File: src/sv/fvcu_pkg.sv
// Shared constants, types and register codes for the finite-volume cell update block.
package fvcu_pkg;

    localparam int VAL_W      = 48;
    localparam int AREA_W     = 47;
    localparam int CFG_W      = 47;
    localparam int COMP_W     = 2;
    localparam int MASK_W     = 4;
    localparam int NUM_EDGES  = 4;
    localparam int NUM_COMP   = 4;
    localparam int RES_W      = VAL_W + 3;
    localparam int RMAG_W     = RES_W + 1;
    localparam int QUOT_W     = RMAG_W;
    localparam int MUL_STEPS  = VAL_W;
    localparam int PROD_W     = CFG_W + RMAG_W;
    localparam int FRAC_BITS  = 32;
    localparam int SUM_W      = 64;
    localparam int RAD_W      = SUM_W + FRAC_BITS;
    localparam int ROOT_W     = RAD_W / 2;
    localparam int ROOT_SUM_W = ROOT_W + 2;
    localparam int STEP_W     = $clog2(QUOT_W);

    localparam int CFG_IDX_W  = 1;
    localparam logic [CFG_IDX_W-1:0] CFG_TIME_STEP = 1'b0;
    localparam logic [CFG_IDX_W-1:0] CFG_THRESHOLD = 1'b1;

    localparam logic [CFG_W-1:0]  THRESH_RESET = CFG_W'(43);
    localparam logic [QUOT_W-1:0] MAG_CAP      = QUOT_W'(1) << 50;
    localparam logic [VAL_W-1:0]  VAL_MAX      = {1'b0, {(VAL_W-1){1'b1}}};
    localparam logic [VAL_W-1:0]  VAL_MIN      = {1'b1, {(VAL_W-1){1'b0}}};

    localparam int MAX_CELLS_DEF   = 65536;
    localparam int QUEUE_DEPTH_DEF = 2;

    typedef struct packed {
        logic [COMP_W-1:0] comp;
        logic [VAL_W-1:0]  old_value;
        logic              res_neg;
        logic [RMAG_W-1:0] res_mag;
        logic [AREA_W-1:0] area;
        logic              ghost;
        logic              eop;
    } t_work;

endpackage

File: src/sv/fvcu_front.sv
// Front end: accepts an item and forms the signed flux residue.
module fvcu_front import fvcu_pkg::*; (
    input  logic                push,
    output logic                full,
    input  logic                i_q_full,
    output logic                o_q_wr,
    input  logic [COMP_W-1:0]   i_component,
    input  logic [VAL_W-1:0]    i_old_value,
    input  logic [VAL_W-1:0]    i_flux_one,
    input  logic [VAL_W-1:0]    i_flux_two,
    input  logic [VAL_W-1:0]    i_flux_three,
    input  logic [VAL_W-1:0]    i_flux_four,
    input  logic [MASK_W-1:0]   i_owner_mask,
    input  logic [AREA_W-1:0]   i_cell_area,
    input  logic                i_is_ghost,
    input  logic                i_end_of_pass,
    output t_work               o_work
);

    logic [VAL_W-1:0]  flux [NUM_EDGES];
    logic [RES_W-1:0]  res;
    logic [RMAG_W-1:0] res_x;

    assign flux[0] = i_flux_one;
    assign flux[1] = i_flux_two;
    assign flux[2] = i_flux_three;
    assign flux[3] = i_flux_four;

    always_comb begin
        res = '0;
        for (int k = 0; k < NUM_EDGES; k++) begin
            if (i_owner_mask[k]) begin
                res = res + {{(RES_W-VAL_W){flux[k][VAL_W-1]}}, flux[k]};
            end else begin
                res = res - {{(RES_W-VAL_W){flux[k][VAL_W-1]}}, flux[k]};
            end
        end
    end

    assign res_x = {res[RES_W-1], res};

    assign full   = i_q_full;
    assign o_q_wr = push & ~i_q_full;

    always_comb begin
        o_work.comp      = i_component;
        o_work.old_value = i_old_value;
        o_work.res_neg   = res[RES_W-1];
        o_work.res_mag   = res[RES_W-1] ? (~res_x + RMAG_W'(1)) : res_x;
        o_work.area      = i_cell_area;
        o_work.ghost     = i_is_ghost;
        o_work.eop       = i_end_of_pass;
    end

endmodule

File: config.mk
export PLATFORM = sky130hd
export DESIGN_NAME = fvcu_front
export DESIGN_NICKNAME = d
export VERILOG_FILES = /design/src/sv/fvcu_pkg.sv /design/src/sv/fvcu_front.sv
export SDC_FILE = /design/constraint.sdc
export NUM_CORES = 1
export LEC_CHECK = 0
export ABC_CLOCK_PERIOD_IN_PS = 22500
export BUFFER_PORTS_ARGS = -buffer_cell sky130_fd_sc_hd__clkbuf_2
export CAP_MARGIN = 20
export CELL_PAD_IN_SITES_DETAIL_PLACEMENT = 0
export CELL_PAD_IN_SITES_GLOBAL_PLACEMENT = 1
export CORE_MARGIN = 10
export CORE_UTILIZATION = 40
export DETAILED_ROUTE_END_ITERATION = 6
export PLACE_DENSITY = 0.89
export SYNTH_ARGS = -nofsm -noshare
export SYNTH_HDL_FRONTEND = slang
export SYNTH_SLANG_ARGS = --single-unit
File: constraint.sdc
create_clock -name vclk -period 22.5
set_clock_uncertainty 0.1 [all_clocks]
set_input_delay 2.25 -clock vclk [all_inputs]
set_output_delay 2.25 -clock vclk [all_outputs]
set_load 0.01 [all_outputs]
After elaboration in Yosys (flattened, before gate mapping)
Cells that the tools add are included.
{"block": "word_totals", "output_inout_bits": 154, "mem_count": 0, "latchBits": 0, "input_bits": 297, "elab_cells": 16, "ff_bits": 0, "ram_bits": 0, "mem_bits_ro": 0}
{"block": "classes", "n_lt_le_gt_ge": 0, "div_mod_pow": 0, "reduce_logical": 0, "mul": 0, "n_bitwise": 3, "addsub": 8, "shifts": 0, "mux": 5, "n_eq_ne": 0}
{"cell": "$mux 51", "count": 4}
{"cell": "$add 51x51->51", "count": 3}
{"cell": "$sub 51x51->51", "count": 3}
{"cell": "$add 52x1->52 const B", "count": 1}
{"cell": "$mux 52", "count": 1}
{"cell": "$not 52->52", "count": 1}
{"cell": "$sub 1x48->49 const A", "count": 1}
{"cell": "$and 1x1->1", "count": 1}
{"cell": "$not 1->1", "count": 1}

Longest topological paths before layout
Gate-level depths: netlist (run 1).
{"block": "logic_depth", "ltp_word": 11, "ltp_mapped": 45, "mapped_depth_nobuf": 45}

Worst setup path after synthesis (run 1)
Ideal clock, no wire load.
{"block": "synth_timing", "path_kind": "input-to-output", "from": "in i_flux_two[6]", "to": "out o_work[91] (netlist name)", "setup_slack_ns": 9.703, "stages": 43, "t_arrival_ns": 10.447, "n_path_buf": 1, "required_time_ns": 20.150, "path_cell_list": "or4_1 -> nor2_1 -> nand2_1 -> nor4_1 -> nor2b_1 -> and2_1 -> a21oi_1 -> xor2_1 -> ha_1 -> a21o_1 -> a21o_1 -> a21o_1 -> a2111oi_0 -> a21oi_1 -> a41oi_1 -> o21ba_2 -> o21bai_1 -> a21oi_1 -> [... 7 more ...] -> o31ai_1 -> a31oi_1 -> o21bai_1 -> a21oi_1 -> xnor2_1 -> ha_1 -> a21o_1 -> a21o_1 -> a21o_1 -> a21o_1 -> a21oi_1 -> o21ai_0 -> a211oi_1 -> xnor3_1 -> xor2_2 -> buf_2 -> a21oi_1 -> xnor2_1"}
{"item": "start, declared", "line_no": "fvcu_front.sv:10", "rtl": "input logic [VAL_W-1:0] i_flux_two,"}
{"item": "end, declared", "line_no": "fvcu_front.sv:17", "rtl": "output t_work o_work"}

==> metrics.cfg, run 1 <==
[logic_synthesis]
ys_seq_area_share_pct = 0
yosysTopAreaCellShare_pct = 14.0
synth_top_family_by_area = compound AO/OA/AOI/OAI gates
synth.top_cells.by_count = a21oi_1, nor2_1, xor2_1
ys_types = 82
synthAdderAreaFrac_pct = 14.2
synth_xor_area_share_pct = 23.1
synth_cells = 2120
yosysMostFrequentCell = a21oi_1
mappedNetlistNets = 2575
yosysWarnings = 0
synth_mux_area_share_pct = 0.930
synth_area_mm2 = 0.0141
synth_compound_area_share_pct = 28.9
yosys.area_share.simple_pct = 23.9
synthTopCellsByArea = xor2_1, ha_1, a21oi_1, xnor2_1, nor2_1
avgSynthCellArea_um2 = 6.66
yosys.area.top_type = xor2_1

[worst_setup_path]
end_kind = output pin
crit_top_cell = a21oi_1
path_max_fanout = 8
cp-start-kind = primary input
crit_family = simple AND/OR/NAND/NOR gates
cpPeakStageDelay_ns = 0.56
cp.required_ns = 20.15
path_class = in -> out
critical_path_buf_inv_count = 2
cp_slowest_cell = or4_1
crit_arrival_ns = 11.87

[routing]
viasPerCell = 5.57
remaining_drc_errors = 0
dr.pass1.iters = 7
vias = 15000
drtIter0Drc = 940
routed_wl_um = 45200
routedWlPerCell_um = 16.8
postRouteAntennaNets = 0

[final_layout]
clkbuf_count = 0
regArea_um2 = 0
drive_gt1_share_pct = 13.2
syn_to_final_growth_pct = 6.77
nets = 2680
seq_cell_count = 0

[timing]
fmax_ghz = 0.0703
relSlewSlack_pct = 32.6
post-route-period-util_pct = 63.2
setup_violations = 0
whs_ns = 4.40
slew_violations = 0
tns_ns = 0
worst_pin_slew_ns = 1.00
hold_violations = 0
rsz0062_at_grt = no
min_period_ns = 14.22

[clock_tree]
cts_hold_buffers = 0
cts_resized = 0
post_cts_buffers = 0

[die]
io_pins = 451
start_util_pct = 40.7
core_area_mm2 = 0.0347
die_h_um = 208
core.rowCount = 68
die_w_um = 208
die_area_mm2 = 0.0432

[outcome]
status = finished, final reports clean

[global_route]
track_usage_pct = 19.3
grt_max_degree = 51
grt_pass1_vias = 14400
grt_pass1_wl_um = 72500
antenna_found_initial = 13
grt.overflow.total = 0

[worst_hold_path]
worst_hold_path_type = in -> out

[place]
hpwl_um = 40100
io_buffer_count = 252
finalWeightedCongestion = 0.963

[flow_run]
maxCapViolations = 0

==> area by class of cell <==
class                      count  area (um2)
multi-input combinational   1884       12900
tap                          455         569
fill                        3733       19600
inverter                      78         293
timing repair buffer         261        1340
antenna                        9        22.5
==> routing by layer <==
layer  routed length (um)  share of wire, %  GRT usage (%)
met5                   52              0.12              0
met4                  666               1.5           2.86
met3                 2480               5.5           3.65
met2                20500                45           32.3
met1                21500                48           25.7
==> through the flow <==
stage | cells | cell area (um2) | setup WS (ns) | util, %
final | 2687 | 15100 | 8.28 | 43.5
after global routing | 2683 | 15100 | 7.24 | 43.4
after CTS | 2677 | 15000 | 7.79 | 43.3
after detailed placement | 2677 | 15000 | 7.82 | 43.3
after global placement | 2676 | 15000 | 7.98 | 43.3
after floorplan | 2120 | 14100 | 9.70 | -
==> kinds of logic (layout without fill, tap and decap cells) <==
logic type,Yosys count,after routing
and+or+nand+nor,685,685
AOI/OAI and AO/OA,660,660
xor gates and xnor gates,368,368
buffers and inverters,236,339
adders and majority gates,158,158
muxes,12,12
other,1,10
==> worst paths after layout <==
check | start | endpoint | depth (start not counted)
setup / recovery | i_flux_two[4] | o_work[98] | 41
hold / removal | i_old_value[1] | o_work[103] | 0
==> layout by cell type (no fill, tap or decap), types with 5 or more instances in the layout <==
cell type / synthesis / routed
xnor2_1: 139 / 139
o21ai_0: 90 / 90
clkbuf_2: 0 / 252
a31oi_1: 35 / 35
a21o_1: 91 / 91
nor3_1: 75 / 75
a211oi_1: 23 / 23
nor3b_1: 7 / 7
o31ai_1: 10 / 10
nor2_1: 241 / 241
and3_1: 18 / 18
o211ai_1: 8 / 8
and2_1: 17 / 17
diode_2: 0 / 9
nand2b_1: 25 / 25
and4_1: 5 / 5
nand4_1: 22 / 22
nor2b_1: 21 / 21
xor2_1: 226 / 226
or3_1: 20 / 20
nand3_1: 32 / 32
a211o_1: 7 / 7
a41oi_1: 10 / 10
mux2_2: 9 / 9
o21a_1: 22 / 22
nand2_1: 122 / 122
nor4b_1: 5 / 5
or4_1: 13 / 13
a21oi_1: 281 / 281
o21bai_1: 28 / 28
a21boi_0: 7 / 7
ha_1: 155 / 155
inv_1: 77 / 77
buf_4: 101 / 7
nor4_1: 32 / 32
or2_2: 8 / 8
Power of run 1 is left out: the tool's default activity adds up to more than one toggle a clock period on the data nets, which glitch-free logic cannot reach.
==> inputs of run 2 (changes only) <==
--- a/config.mk
+++ b/config.mk
@@ -5,15 +5,15 @@
 export SDC_FILE = /design/constraint.sdc
 export NUM_CORES = 1
 export LEC_CHECK = 0
-export ABC_CLOCK_PERIOD_IN_PS = 22500
+export ABC_CLOCK_PERIOD_IN_PS = 13000
 export BUFFER_PORTS_ARGS = -buffer_cell sky130_fd_sc_hd__clkbuf_2
 export CAP_MARGIN = 20
 export CELL_PAD_IN_SITES_DETAIL_PLACEMENT = 0
 export CELL_PAD_IN_SITES_GLOBAL_PLACEMENT = 1
 export CORE_MARGIN = 10
-export CORE_UTILIZATION = 40
+export CORE_UTILIZATION = 34
 export DETAILED_ROUTE_END_ITERATION = 6
-export PLACE_DENSITY = 0.89
+export PLACE_DENSITY = 0.8
 export SYNTH_ARGS = -nofsm -noshare
 export SYNTH_HDL_FRONTEND = slang
 export SYNTH_SLANG_ARGS = --single-unit
==> constraint.sdc (replaced) <==
create_clock -name vclk -period 13
set_clock_uncertainty 0.1 [all_clocks]
set_input_delay 1.3 -clock vclk [all_inputs]
set_output_delay 1.3 -clock vclk [all_outputs]
set_load 0.01 [all_outputs]
==> run 2 against run 1 <==
Cell count grew 3.0%. Count of clock-buffer cells in the layout is the same. Sequential share of layout area is the same. Core utilization shrank 6.2 points. Flip-flop and latch count is the same. Critical path depth is the same. Non-clock buffer count grew 9. Wire length grew 7.3%. First-iteration DRC count shrank 16%. Setup slack lost 7.4 ns. Global-route usage shrank 1.2 points. Via count grew 0.50%.
==> metrics.cfg, run 2 (synthesis gave the netlist of run 1 again) <==
[final_layout]
syn_to_final_growth_pct = 8.01  ; was 6.77%
drive_gt1_share_pct = 13.8  ; was 13.2%
finalNonFillerCells = 2767  ; was 2687
final_cell_mix = a21oi_1, clkbuf_2, nor2_1, xor2_1, ha_1  ; unchanged
seq_cell_count = 0  ; unchanged
clkbuf_count = 0  ; unchanged
nets = 2689  ; was 2680
layout_commonest_cell = a21oi_1  ; unchanged
regArea_um2 = 0  ; unchanged
fin_util_pct = 37.3  ; was 43.5%
fillers = 4480  ; was 3733

[worst_hold_path]
min-delay-start = i_end_of_pass  ; was i_old_value[1]
worst_hold_path_type = in -> out  ; unchanged

[global_route]
grt_max_degree = 51  ; unchanged
track_usage_pct = 18.1  ; was 19.3%
antenna_found_initial = 10  ; was 13
grt_pass1_vias = 14700  ; was 14400
grt_pass1_wl_um = 77000  ; was 72500 um
grt.overflow.total = 0  ; unchanged

[worst_setup_path]
cp-start-kind = primary input  ; unchanged
cp-startpoint = i_flux_two[4]  ; unchanged
cpPeakStageDelay_ns = 0.57  ; was 0.56 ns
path_class = in -> out  ; unchanged
cp.required_ns = 11.60  ; was 20.15 ns
end_kind = output pin  ; unchanged
path_max_fanout = 12  ; was 8
cp_slowest_cell = or4_1  ; unchanged
crit_top_cell = a21o_1  ; was a21oi_1
crit_arrival_ns = 10.73  ; was 11.87 ns

[die]
start_util_pct = 34.5  ; was 40.7%
die_h_um = 224  ; was 208 um
io_pins = 451  ; unchanged
core_area_mm2 = 0.0409  ; was 0.0347 mm2
die_area_mm2 = 0.0501  ; was 0.0432 mm2
core.rowCount = 74  ; was 68
die_w_um = 224  ; was 208 um

[timing]
rsz0062_at_grt = no  ; unchanged
post-route-period-util_pct = 93.3
tns_ns = 0  ; unchanged
slew_violations = 0  ; unchanged
fmax_ghz = 0.0825
setup_violations = 0  ; unchanged
min_period_ns = 12.13
relSlewSlack_pct = 32.2  ; was 32.6%
hold_violations = 0  ; unchanged
worst_pin_slew_ns = 1.01  ; was 1.00 ns

[place]
io_buffer_count = 252  ; unchanged
placed_cells_incl_taps = 2764  ; was 2677
hpwl_um = 43200  ; was 40100 um
finalWeightedCongestion = 0.899  ; was 0.963

[routing]
drtIter0Drc = 785  ; was 940
dr.pass1.iters = 5  ; was 7
viasPerCell = 5.44  ; was 5.57
postRouteAntennaNets = 0  ; unchanged
remaining_drc_errors = 0  ; unchanged
routed_wl_um = 48400  ; was 45200 um
vias = 15000  ; about the same
routedWlPerCell_um = 17.5  ; was 16.8 um

[flow_run]
maxCapViolations = 0  ; unchanged

[outcome]
status = finished, final reports clean  ; unchanged

==> run 2: cell types whose count changed in the layout (fill, tap and decap cells not counted), sizes merged <==
| cell | previous run | this run |
|---|---|---|
| buf | 9 | 18 |
| diode | 9 | 3 |
==> run 2: per-stage QoR <==
stage	hold WS [ns]	setup slack (ns)	instance area, um2
after floorplan	2.55	2.10	14100
after global placement	2.50	0.880	15200
after detailed placement	2.50	0.685	15200
after CTS	2.50	0.627	15200
after global routing	2.50	0.0107	15300
final	2.50	0.873	15300
==> run 2: what timing repair did <==
| item | CTS | global route |
|---|---|---|
| setup buffers | 0 | 0 |
| endpoints found under the setup margin | 0 | 50 |
| hold endpoints to repair | 0 | 0 |
| gates resized for setup | 0 | 4 |
| hold buffers | 0 | 0 |
==> run 2: path summary, 6_finish.rpt <==
kind                          to  cells past startpoint
worst max-delay path  o_work[95]                     41
worst min-delay path   o_work[0]                      0
==> run 2: area by class of cell <==
cell class         instances  area [um2]  area share [%]
well taps                532         666            4.36
diodes                     3        7.51          0.0492
multi-input cells       1884       12900            84.4
repair buffers           270        1410            9.23
inverters                 78         293            1.92
==> run 2: critical path: cells and delay by family <==
family                     cells  cell delay [ns]
buffers and inverters          3             0.52
xor gates and xnor gates       6             1.42
and+or+nand+nor                7             2.12
adders and majority gates      3             1.07
AOI/OAI and AO/OA             22             4.29
==> run 2: layer usage <==
layer / vias up / routed length, um / GRT usage [%] / part of all wire, %
met5: - / 98 / 0 / 0.20
met4: 14 / 520 / 2.22 / 1.1
met3: 60 / 2660 / 3.13 / 5.5
met2: 362 / 22600 / 31.1 / 47
met1: 6843 / 22600 / 23.8 / 47
li1: 7766 / - / - / -
Power of run 2 is left out for the same reason.
