## config.mk

```make
export PLATFORM = sky130hd
export DESIGN_NAME = fvcu_fifo
export DESIGN_NICKNAME = d
export VERILOG_FILES = /design/src/sv/fvcu_pkg.sv /design/src/sv/fvcu_fifo.sv
export SDC_FILE = /design/constraint.sdc
export NUM_CORES = 1
export LEC_CHECK = 0
export BUFFER_PORTS_ARGS = -buffer_cell sky130_fd_sc_hd__buf_2
export CORE_UTILIZATION = 40
export DETAILED_ROUTE_END_ITERATION = 16
export GPL_ROUTABILITY_DRIVEN = 0
export HOLD_SLACK_MARGIN = 0.08
export PLACE_DENSITY_LB_ADDON = 0.12
export SETUP_SLACK_MARGIN = 0.15
export SLEW_MARGIN = 15
export SYNTH_ARGS = -nofsm -noshare
export SYNTH_HDL_FRONTEND = slang
export SYNTH_SLANG_ARGS = --single-unit
```

## constraint.sdc

```tcl
create_clock -name i_clk -period 11.7 [get_ports i_clk]
set_input_delay 1.17 -clock i_clk [delete_from_list [all_inputs] [get_ports i_clk]]
set_output_delay 1.17 -clock i_clk [all_outputs]
set_load 0.005 [all_outputs]
```

## src/sv/fvcu_pkg.sv

```systemverilog
// Shared constants, types and register codes for the finite-volume cell update block.
package fvcu_pkg;

    localparam int VAL_W      = 48;
    localparam int AREA_W     = 47;
    localparam int CFG_W      = 47;
    localparam int COMP_W     = 2;
    localparam int MASK_W     = 4;
    localparam int NUM_EDGES  = 4;
    localparam int NUM_COMP   = 4;
    localparam int RES_W      = VAL_W + 3;
    localparam int RMAG_W     = RES_W + 1;
    localparam int QUOT_W     = RMAG_W;
    localparam int MUL_STEPS  = VAL_W;
    localparam int PROD_W     = CFG_W + RMAG_W;
    localparam int FRAC_BITS  = 32;
    localparam int SUM_W      = 64;
    localparam int RAD_W      = SUM_W + FRAC_BITS;
    localparam int ROOT_W     = RAD_W / 2;
    localparam int ROOT_SUM_W = ROOT_W + 2;
    localparam int STEP_W     = $clog2(QUOT_W);

    localparam int CFG_IDX_W  = 1;
    localparam logic [CFG_IDX_W-1:0] CFG_TIME_STEP = 1'b0;
    localparam logic [CFG_IDX_W-1:0] CFG_THRESHOLD = 1'b1;

    localparam logic [CFG_W-1:0]  THRESH_RESET = CFG_W'(43);
    localparam logic [QUOT_W-1:0] MAG_CAP      = QUOT_W'(1) << 50;
    localparam logic [VAL_W-1:0]  VAL_MAX      = {1'b0, {(VAL_W-1){1'b1}}};
    localparam logic [VAL_W-1:0]  VAL_MIN      = {1'b1, {(VAL_W-1){1'b0}}};

    localparam int MAX_CELLS_DEF   = 65536;
    localparam int QUEUE_DEPTH_DEF = 2;

    typedef struct packed {
        logic [COMP_W-1:0] comp;
        logic [VAL_W-1:0]  old_value;
        logic              res_neg;
        logic [RMAG_W-1:0] res_mag;
        logic [AREA_W-1:0] area;
        logic              ghost;
        logic              eop;
    } t_work;

endpackage

```

## src/sv/fvcu_fifo.sv

```systemverilog
// Short word queue between the front end and the back end.
module fvcu_fifo import fvcu_pkg::*; #(
    parameter int DEPTH = QUEUE_DEPTH_DEF
) (
    input  logic  i_clk,
    input  logic  i_rst_n,
    input  logic  i_wr,
    input  t_work i_wdata,
    output logic  o_full,
    input  logic  i_rd,
    output t_work o_rdata,
    output logic  o_empty
);

    localparam int PTR_W = $clog2(DEPTH);
    localparam int CNT_W = $clog2(DEPTH + 1);

    t_work            r_mem [DEPTH];
    logic [PTR_W-1:0] r_wptr;
    logic [PTR_W-1:0] r_rptr;
    logic [CNT_W-1:0] r_cnt;

    assign o_full  = (r_cnt == CNT_W'(DEPTH));
    assign o_empty = (r_cnt == '0);
    assign o_rdata = r_mem[r_rptr];

    always_ff @(posedge i_clk) begin
        if (i_wr) begin
            r_mem[r_wptr] <= i_wdata;
        end
    end

    always_ff @(posedge i_clk) begin
        if (!i_rst_n) begin
            r_wptr <= '0;
            r_rptr <= '0;
            r_cnt  <= '0;
        end else begin
            if (i_wr) begin
                r_wptr <= (r_wptr == PTR_W'(DEPTH - 1)) ? '0 : r_wptr + PTR_W'(1);
            end
            if (i_rd) begin
                r_rptr <= (r_rptr == PTR_W'(DEPTH - 1)) ? '0 : r_rptr + PTR_W'(1);
            end
            if (i_wr && !i_rd) begin
                r_cnt <= r_cnt + CNT_W'(1);
            end else if (i_rd && !i_wr) begin
                r_cnt <= r_cnt - CNT_W'(1);
            end
        end
    end

endmodule

```

* Word level (Yosys, flattened, before mapping)
Memories as Yosys holds them, arrays and structs flattened. A register that Yosys moved wholly into a read port is not among the register bits.
Index checks and enable logic that the tools add are counted.
Widths: inputs -> output; s select.
** Word-level totals
- Logic and storage cells :: 23
- Bits in writable memories :: 304
- Output and inout bits :: 154
- ROM bits :: 0
- Memories :: 1
- Register bits :: 4
- Input port bits :: 156
- Bits in latches :: 0
** Memories
- r_mem :: depth 2, bits a word 152, rd ports 1, clocked after memory_dff 1, write ports 1, line fvcu_fifo.sv:18 : t_work r_mem [DEPTH];
** Operators by class
- Shift-type cells :: 0
- Bitwise gates (word level) :: 0
- Mux-type cells :: 8
- Div/mod/pow operators :: 0
- Add/subtract/negate cells :: 4
- Equal/unequal tests :: 1
- Reduce and logical (&&, ||, !) cells :: 6
- Magnitude comparators :: 0
- $mul :: 0
** Operator list (number)
- $mux 1 :: 6
- $mux 2 :: 2
- $add 1x1->1 const B :: 2
- $add 2x1->2 const B :: 1
- $eq 2x2->1 const B :: 1
- $logic_and 1x1->1 :: 2
- $logic_not 1->1 :: 2
- $logic_not 2->1 :: 1
- $reduce_bool 2->1 :: 1
- $sub 2x1->2 const B :: 1

* Longest topological paths before layout
Gate-level depths: netlist (run 1).
- Depth in word-level cells :: 4
- Depth in mapped cells :: 5
- Mapped depth without buffers :: 5

* Worst setup path after synthesis (run 1)
Ideal clock, no wire load.
- Kind :: input to register
- Start :: input port i_wr
- End :: memory r_mem[0][0] (netlist name), enable pin
- Data required time :: 11016 ps
- Slack :: 3242 ps
- Data arrival time :: 7774 ps
- Buffers on the path :: 0
- Stages on the path :: 1
- Setup time :: 684 ps
- Path through :: nor2b_1
** Between the ends
- Word-level cells in the longest chain between the ends :: 2
** RTL lines
- start, declared :: line fvcu_fifo.sv:7 : input logic i_wr,
- $mux 1 :: line fvcu_fifo.sv:28 : if (i_wr) begin
- $mux 1 (not written as such) :: line fvcu_fifo.sv:29 : r_mem[r_wptr] <= i_wdata;
- end, declared :: line fvcu_fifo.sv:18
Every way passes these cells.

==> impl_metrics.json, run 1 <==
{
  "initial_core_util_pct": 41.1,
  "synth-edff-count": 304,
  "timing.final.ws_setup_ps": 7910,
  "cts_sinks": 309,
  "first_pass_iters": 4,
  "fin_crit_sh_pct": 32.4,
  "routedWlPerCell_um": 17.8,
  "fmax_ghz": 0.264,
  "grt_overflow": 0,
  "synthMuxAreaShare_pct": 17.5,
  "drv_cap": 0,
  "drtIter0Drc": 246,
  "startpoint_type": "flop",
  "grt_max_degree": 74,
  "ctsRootBufferMaster": "clkbuf_16",
  "rows": 61,
  "syn_nets": 652,
  "p_per_area_nw_per_um2": 170,
  "worst-r2r-setup-slack_ps": 8620,
  "synthSimpleGateAreaFrac_pct": 0.468,
  "setup_tns_ps": 0,
  "relSlewSlack_pct": 31.0,
  "finalNetCount": 982,
  "p_leak_nw": 5.52,
  "synth_top_area_cell": "edfxtp_1",
  "synthXorXnorAreaFrac_pct": 0.228,
  "final_core_util_pct": 51.3,
  "clk-insertion-delay-late_ps": 540,
  "place_ws_ps": 7550,
  "synth_fa_ha_area_share_pct": 0.109,
  "cp.required_ps": 10530,
  "yosysMostFrequentCell": "edfxtp_1",
  "grt_pass1_vias": 5973,
  "die_area_um2": 29400,
  "fp.dieW_um": 172,
  "ys_ff_latch": 309,
  "peakVddDrop_v": 0.0000938,
  "tightest_slew_ps": 1030,
  "postLayoutCellArea_um2": 14400,
  "path_class": "reg2out",
  "antenna_found_initial": 5,
  "outcome": "finished clean",
  "clockBufferDepth": 3,
  "synth_top_family_by_area": "multiplexers",
  "cp_data_arrival_time_ps": 2620,
  "cts_tree": "done",
  "synth_warnings": 0,
  "syn_avg_cell_area_um2": 23.2,
  "cts_hold_buf": 0,
  "min_path_type": "reg2reg",
  "hpwl_mm": 14.6,
  "synth.distinct_cells": 17,
  "p_total_mw": 2.44,
  "netlist_top_cells_count": "304 x edfxtp_1, 80 x mux2_4, 72 x mux2_2, 10 x buf_6, 7 x buf_2",
  "async_flop_share_pct": 0,
  "grt_pass1_wl_mm": 32.1,
  "drcViolationCount": 0,
  "placed_area_um2": 13400,
  "synth_top_cell_area_share_pct": 79.3,
  "endpoint_kind": "output pin",
  "worstPathMaxFanout": 60,
  "rsz0062_at_grt": "no",
  "yosysSeqAreaShare_pct": 80.2,
  "cts_made_buffers": 30,
  "ant_nets": 0,
  "syn2layout_area_growth_pct": 24.9,
  "port_buffers": 309,
  "finalHoldViolations": 0,
  "netlist_area_um2": 11500,
  "core_area_um2": 28000,
  "dieHeight_um": 172,
  "netlist_instances": 495,
  "synthTopCellsByArea": "edfxtp_1 79%, mux2_4 10%, mux2_2 7.0%, buf_6 0.98%, dfxtp_1 0.87%",
  "postCtsSetupBuffers": 0,
  "finalSetupViolations": 0,
  "finalClockSkew_ps": 12.1,
  "ios": 310,
  "routed_wl_mm": 21.9,
  "drive_gt1_share_pct": 60.0,
  "fin_crit_ps": 3790,
  "synth-compound-area-share_pct": 0.174,
  "vias": 5676,
  "vias_per_cell": 4.61,
  "clk_transition_reported_paths_ps": 60,
  "ys.flop_type": "edfxtp_1",
  "fill_cells": 2356,
  "ctsResizeCount": 0,
  "htreeDepth": 1,
  "grtUsageTotal_pct": 14.4,
  "slew_viol_final": 0
}
-- cell families after synthesis --
family / Yosys count
fa+ha+maj: 1
xor+xnor: 3
flops: 309
compound gates: 3
simple gates: 9
buf+inv: 18
mux: 152
-- per-layer routing --
layer	global-route usage (%)	routed length [um]
met5	0	8
met4	3.53	324
met3	5.87	2410
met2	23.8	10500
met1	17.4	8690
-- where the power goes --
part | internal (mW) | switching, mW | leakage, nW
Clock | 0.520 | 0.377 | 0.448
Combinational | 0.131 | 0.109 | 2.18
Sequential | 1.28 | 0.0178 | 2.90
Total | 1.93 | 0.504 | 5.52
-- metrics by stage --
| stage | instances | hold slack, ps |
|---|---|---|
| finish | 1230 | 515 |
| global route | 1228 | 557 |
| CTS | 1227 | 517 |
| detailed placement | 1171 | 509 |
| global placement | 1171 | 488 |
| floorplan | 495 | 473 |
-- cell type report --
class	count	area (um^2)	area share, %
tap	378	473	3.29
antenna	3	7.51	0.0523
sequential	309	9230	64.3
timing repair buffer	315	1590	11.1
multi-input combinational	168	2130	14.9
inverter	1	3.75	0.0261
clock buffer	46	852	5.93
clock inverter	10	72.6	0.505
-- critical path: stages, from the launching register on --
cell	delay, ps
dfxtp_4	650
buf_4	850
mux2_4	350
buf_2	140
-- final timing paths --
kind,startpoint,endpoint,depth (start not counted)
hold / removal,r_cnt[1],r_cnt[1],2
setup reg to reg,r_wptr,r_mem[0][100],3
setup / recovery,flop,o_rdata[98],3
hold reg to reg,r_cnt[1],r_cnt[1],2
-- registers in the layout (all words and copies together) (netlist names), named ones only --
signal  count
r_cnt       2
r_mem     304
r_wptr      1
r_rptr      1
-- placed cells by master (no fill, tap or decap) --
master      instances
buf_2             309
clkbuf_8            2
or3_1               1
xor2_1              2
diode_2             3
clkinvlp_4          1
mux2_2             72
dfxtp_4             1
and2_1              3
mux2_4             80
clkbuf_16          31
inv_1               1
dfxtp_1             4
edfxtp_1          304
clkinv_2            4
a21boi_0            1
and2_4              1
nor2_1              1
o21ai_0             1
clkbuf_1           13
bufinv_16           1
xnor2_1             1
ha_1                1
clkinv_1            4
nor2b_1             2
o21a_1              1
nor2b_4             1
buf_4               6
No activity file was read; power rests on OpenSTA's default activity.
==> run 2: changes to the inputs <==
==> constraint.sdc (replaced) <==
create_clock -name i_clk -period 3.9 [get_ports i_clk]
set_input_delay 0.39 -clock i_clk [delete_from_list [all_inputs] [get_ports i_clk]]
set_output_delay 0.39 -clock i_clk [all_outputs]
set_load 0.005 [all_outputs]
==> run 2 against run 1 <==
- final cell count up 11%
- global-route usage grew 1.3 points
- critical path depth stayed put
- power rose to 3.2 times the previous value
- via count up 9.3%
- die area unchanged
- critical path type unchanged
- critical endpoint is now o_rdata[120]
- highest routed layer is now met4
==> impl_metrics.json, run 2 (same netlist as run 1, synthesis figures left out) <==
{
  "placed_area_um2": 13500,
  "worstHoldStart": "i_wdata[10]",
  "min_path_type": "in2reg",
  "setup_tns_ps": 0,
  "cp.required_ps": 3510,
  "drv_cap": 0,
  "dieHeight_um": 172,
  "vias": 6203,
  "fin_crit_sh_pct": 72.1,
  "r2r_cells": 2,
  "finalSetupViolations": 0,
  "routed_wl_mm": 23.8,
  "clockBufferDepth": 3,
  "die_area_um2": 29400,
  "grt_pass1_vias": 6695,
  "ios": 310,
  "startpoint_type": "flop",
  "min_path_cells": 1,
  "hpwl_mm": 15.4,
  "fin_crit_ps": 2810,
  "seq_area_um2": 9230,
  "htreeDepth": 2,
  "largestRegisters": "r_mem: 304 flops, r_cnt: 2 flops",
  "grt_use_met2_pct": 26.9,
  "max_stage_delay_ps": 980,
  "ctsRootBufferMaster": "clkbuf_16",
  "grtUsageTotal_pct": 15.6,
  "min_to": "r_mem[1][10]",
  "final_common_cell": "buf_2",
  "ant_nets": 0,
  "fill_cells": 2187,
  "clk_transition_reported_paths_ps": 60,
  "peakVddDrop_v": 0.000368,
  "largest_reg_flops": 304,
  "postCtsSetupBuffers": 0,
  "cts_sinks": 309,
  "worstPathMaxFanout": 61,
  "outcome": "finished clean",
  "slowest_stage": "dfxtp_4",
  "cts_made_buffers": 35,
  "r2r_start": "r_wptr",
  "slew_viol_final": 0,
  "port_buffers": 309,
  "grt_overflow": 0,
  "cts_hold_buf": 125,
  "multi_input_area_um2": 2130,
  "crit_chain": "buf_4 > mux2_4 > buf_2",
  "place_ws_ps": 1560,
  "path_class": "reg2out",
  "finalNetCount": 1115,
  "worst-r2r-setup-slack_ps": 1860,
  "fp.dieW_um": 172,
  "grt_use_met1_pct": 18.1,
  "grt_pass1_wl_mm": 35.0,
  "p_leak_nw": 6.15,
  "top_usage_layer": "met2",
  "core_area_um2": 28000,
  "drive_gt1_share_pct": 52.7,
  "rows": 61,
  "syn2layout_area_growth_pct": 37.7,
  "path_buf_inv": 2,
  "drtIter0Drc": 296,
  "crit_family": "flip-flops",
  "relSlewSlack_pct": 34.9,
  "top_register": "r_mem",
  "cp_data_arrival_time_ps": 2420,
  "tightest_slew_ps": 974,
  "finalClockSkew_ps": 20.6,
  "finalHoldViolations": 0,
  "timing.final.ws_setup_ps": 1090,
  "first_pass_iters": 4,
  "clk-insertion-delay-late_ps": 500,
  "initial_core_util_pct": 41.1,
  "cts_tree": "done",
  "drcViolationCount": 0,
  "routedWlPerCell_um": 17.5,
  "grt_max_degree": 67,
  "ctsResizeCount": 0,
  "endpoint_kind": "output pin",
  "fmax_ghz": 0.356,
  "p_per_area_nw_per_um2": 489,
  "antennaDiodeCount": 0,
  "rsz0062_at_grt": "no",
  "reg2reg_to": "r_mem[1][89]",
  "grtUsageMet3_pct": 5.80,
  "vias_per_cell": 4.56,
  "antenna_found_initial": 0,
  "postLayoutCellArea_um2": 15800,
  "final_cell_mix": "309 x buf_2, 304 x edfxtp_1, 126 x dlygate4sd3_1"
}
run 2: cell types whose count changed in the layout (fill, tap and decap cells not counted), moves of 3 or more:
cell,change
buf_4,-3
diode_2,-3
clkbuf_1,-6
clkinv_1,+5
clkbuf_16,+6
buf_12,+5
dlygate4sd3_1,+126
run 2: worst max path at each step:
stage          start      endpoint  cells past startpoint
2_1_floorplan   i_wr   r_mem[0][0]                      1
3_3_place_gp    flop  o_rdata[129]                      3
3_5_place_dp    flop  o_rdata[112]                      3
4_1_cts         flop  o_rdata[112]                      3
5_1_grt         flop  o_rdata[112]                      3
6_report        flop  o_rdata[120]                      3
run 2: cell type report:
class	instances	share of cell area (%)
timing repair buffer	443	18.5
clock inverter	17	0.679
multi-input combinational	168	13.5
tap	378	2.98
clock buffer	45	6.10
sequential	309	58.3
inverter	1	0.0237
run 2: per-stage QoR:
step           hold slack, ps  std cells  power, mW  utilization [%]
2_1_floorplan             473        495       4.37                -
3_3_place_gp              484       1173       4.69             48.2
3_5_place_dp              512       1173       4.72             48.2
4_1_cts                  80.2       1360       7.86             56.5
5_1_grt                  80.8       1361       8.05             56.6
6_report                 97.9       1361       7.76             56.6
run 2: worst register-to-register path, cell delays in order (launching register included):
cell	delay, ps
dfxtp_1	400
and2_4	640
buf_4	610
run 2: report_power, final:
group	internal (mW)	total (mW)	switching, mW	leakage (nW)
Sequential	3.84	3.91	0.0704	2.90
Clock	1.81	3.02	1.21	0.520
Combinational	0.483	0.825	0.341	2.73
run 2: metal layers:
layer	part of all wire, %	routed length (um)
met1	39	9330
met2	49	11800
met3	9.4	2250
met4	1.9	451
met5	0	0
==> run 3: changes to the inputs <==
==> constraint.sdc (replaced) <==
create_clock -name i_clk -period 2.7 [get_ports i_clk]
set_input_delay 0.27 -clock i_clk [delete_from_list [all_inputs] [get_ports i_clk]]
set_output_delay 0.27 -clock i_clk [all_outputs]
set_load 0.005 [all_outputs]
==> run 3 against run 2 <==
- sequential share of layout area fell by 0.75 points
- worst hold slack improved by 24 ps
- worst setup slack lost 730 ps
- largest cell class unchanged
- power increased by 41%
- clock power is 34% higher
- first-iteration DRC count up 8.4%
- register-to-register slack worse by 770 ps
- non-clock buffer count increased by 30
- largest power group unchanged
- final area rose by 1.3%
- via count increased by 0.97%
- combinational power is 52% higher
- routed wire length down 2.2%
==> impl_metrics.json, run 3 (same netlist as run 1, synthesis figures left out) <==
{
  "min_path_type": "in2reg",
  "fin_crit_sh_pct": 86.6,
  "first_pass_iters": 4,
  "fill_cells": 2189,
  "path_class": "reg2out",
  "ctsResizeCount": 0,
  "drv_cap": 0,
  "power.switching_mw": 2.26,
  "routedWlPerCell_um": 16.8,
  "ant_nets": 0,
  "initial_core_util_pct": 41.1,
  "finalSetupViolations": 0,
  "combPwrFrac_pct": 11.4,
  "fp.dieW_um": 172,
  "top_register": "r_mem",
  "drtIter0Drc": 321,
  "final_cell_mix": "309 x buf_2, 304 x edfxtp_1, 154 x dlygate4sd3_1",
  "drcViolationCount": 0,
  "grt_max_degree": 81,
  "p_per_area_nw_per_um2": 680,
  "wl_met2_mm": 11.1,
  "wl_met3_mm": 2.13,
  "finalNetCount": 1141,
  "drive_gt1_share_pct": 51.3,
  "finalClockSkew_ps": 12.1,
  "rows": 61,
  "htreeDepth": 1,
  "worstPathMaxFanout": 25,
  "wl_met1_mm": 9.51,
  "grtUsageTotal_pct": 15.3,
  "peakVddDrop_v": 0.000518,
  "grt_pass1_wl_mm": 34.5,
  "clk_transition_reported_paths_ps": 60,
  "die_area_um2": 29400,
  "rsz0062_at_grt": "no",
  "largestRegisters": "r_mem: 304 flops, r_cnt: 2 flops",
  "placed_area_um2": 13600,
  "startpoint_type": "flop",
  "finalHoldViolations": 0,
  "vias": 6263,
  "tightest_slew_ps": 620,
  "outcome": "finished clean",
  "ctsRootBufferMaster": "clkbuf_16",
  "grt_overflow": 0,
  "antenna_found_initial": 1,
  "port_buffers": 309,
  "largest_reg_flops": 304,
  "cp_data_arrival_time_ps": 2070,
  "dieHeight_um": 172,
  "setup_tns_ps": 0,
  "p_leak_nw": 6.23,
  "cts_sinks": 309,
  "core_area_um2": 28000,
  "grt_pass1_vias": 6728,
  "clockBufferDepth": 3,
  "hpwl_mm": 14.8,
  "power.clock.fraction_pct": 37.1,
  "netSwitchingFraction_pct": 20.7,
  "power_frac_seq_pct": 51.5,
  "cts_tree": "done",
  "syn2layout_area_growth_pct": 39.6,
  "cts_made_buffers": 31,
  "fmax_ghz": 0.428,
  "cp.required_ps": 2430,
  "p_int_mw": 8.66,
  "relSlewSlack_pct": 58.7,
  "endpoint_kind": "output pin",
  "postLayoutCellArea_um2": 16100,
  "final_common_cell": "buf_2",
  "routed_wl_mm": 23.3,
  "slew_viol_final": 0,
  "topRoutingLayerUsed": "met4",
  "fin_crit_ps": 2340,
  "ios": 310,
  "clk-insertion-delay-late_ps": 540,
  "vias_per_cell": 4.52
}
## run 3: cell count changes in the layout (fill, tap and decap cells not counted), sizes merged
| cell | previous run | this run |
|---|---|---|
| clkinv | 14 | 13 |
| diode | 0 | 1 |
| clkinvlp | 2 | 0 |
| dlygate4sd3 | 126 | 154 |
| buf | 317 | 319 |
| clkbuf | 45 | 40 |
| bufinv | 1 | 3 |
## run 3: timing repair
action / CTS / global route
setup endpoints to repair: 0 / 0
hold buffers: 154 / 0
endpoints found under the hold margin: 309 / 0
setup buffers: 0 / 0
## run 3: layout make-up
class	instances	area [um^2]	share of cell area (%)
tap	378	473	2.95
inverter	1	3.75	0.0234
multi-input combinational	168	2130	13.3
clock inverter	16	149	0.927
clock buffer	40	810	5.04
antenna	1	2.50	0.0156
sequential	309	9230	57.5
timing repair buffer	473	3250	20.2
## run 3: final timing paths
| check | slack (ps) | cells after the start | start | endpoint |
|---|---|---|---|---|
| max reg2reg | 1090 | 2 | r_wptr | r_mem[1][150] |
| min reg2reg | 520 | 2 | r_cnt[1] | r_cnt[1] |
| min | 120 | 3 | i_wr | r_wptr |
| max | 360 | 3 | flop | o_rdata[38] |
## run 3: critical path, stage by stage, from the launching register on
cell and delay, ps:
dfxtp_4 590, buf_4 410, mux2_2 380, buf_2 130
## run 3: power groups by stage
stage	sequential [mW]	combinational [mW]	clock (mW)
detailed placement	5.73	1.08	0
CTS	5.63	1.27	4.17
global route	5.64	1.36	4.32
finish	5.62	1.25	4.05
floorplan	5.70	0.612	0
global placement	5.71	1.06	0
## run 3: through the flow
stage               hold slack (ps)  util [%]  std cells  worst slack, ps  power (mW)
floorplan                       369         -        495             -301        6.32
global placement                457      48.4       1175              931        6.78
detailed placement              462      48.4       1175              903        6.81
CTS                             103      57.3       1385              309        11.1
global route                    138      57.3       1386              254        11.3
finish                          122      57.3       1386              362        10.9
## run 3: per-layer routing
metal,up-vias,track usage (%)
met1,3022,18.6
met2,244,25.9
met5,-,0
met3,44,5.11
met4,0,4.04
li1,2953,-
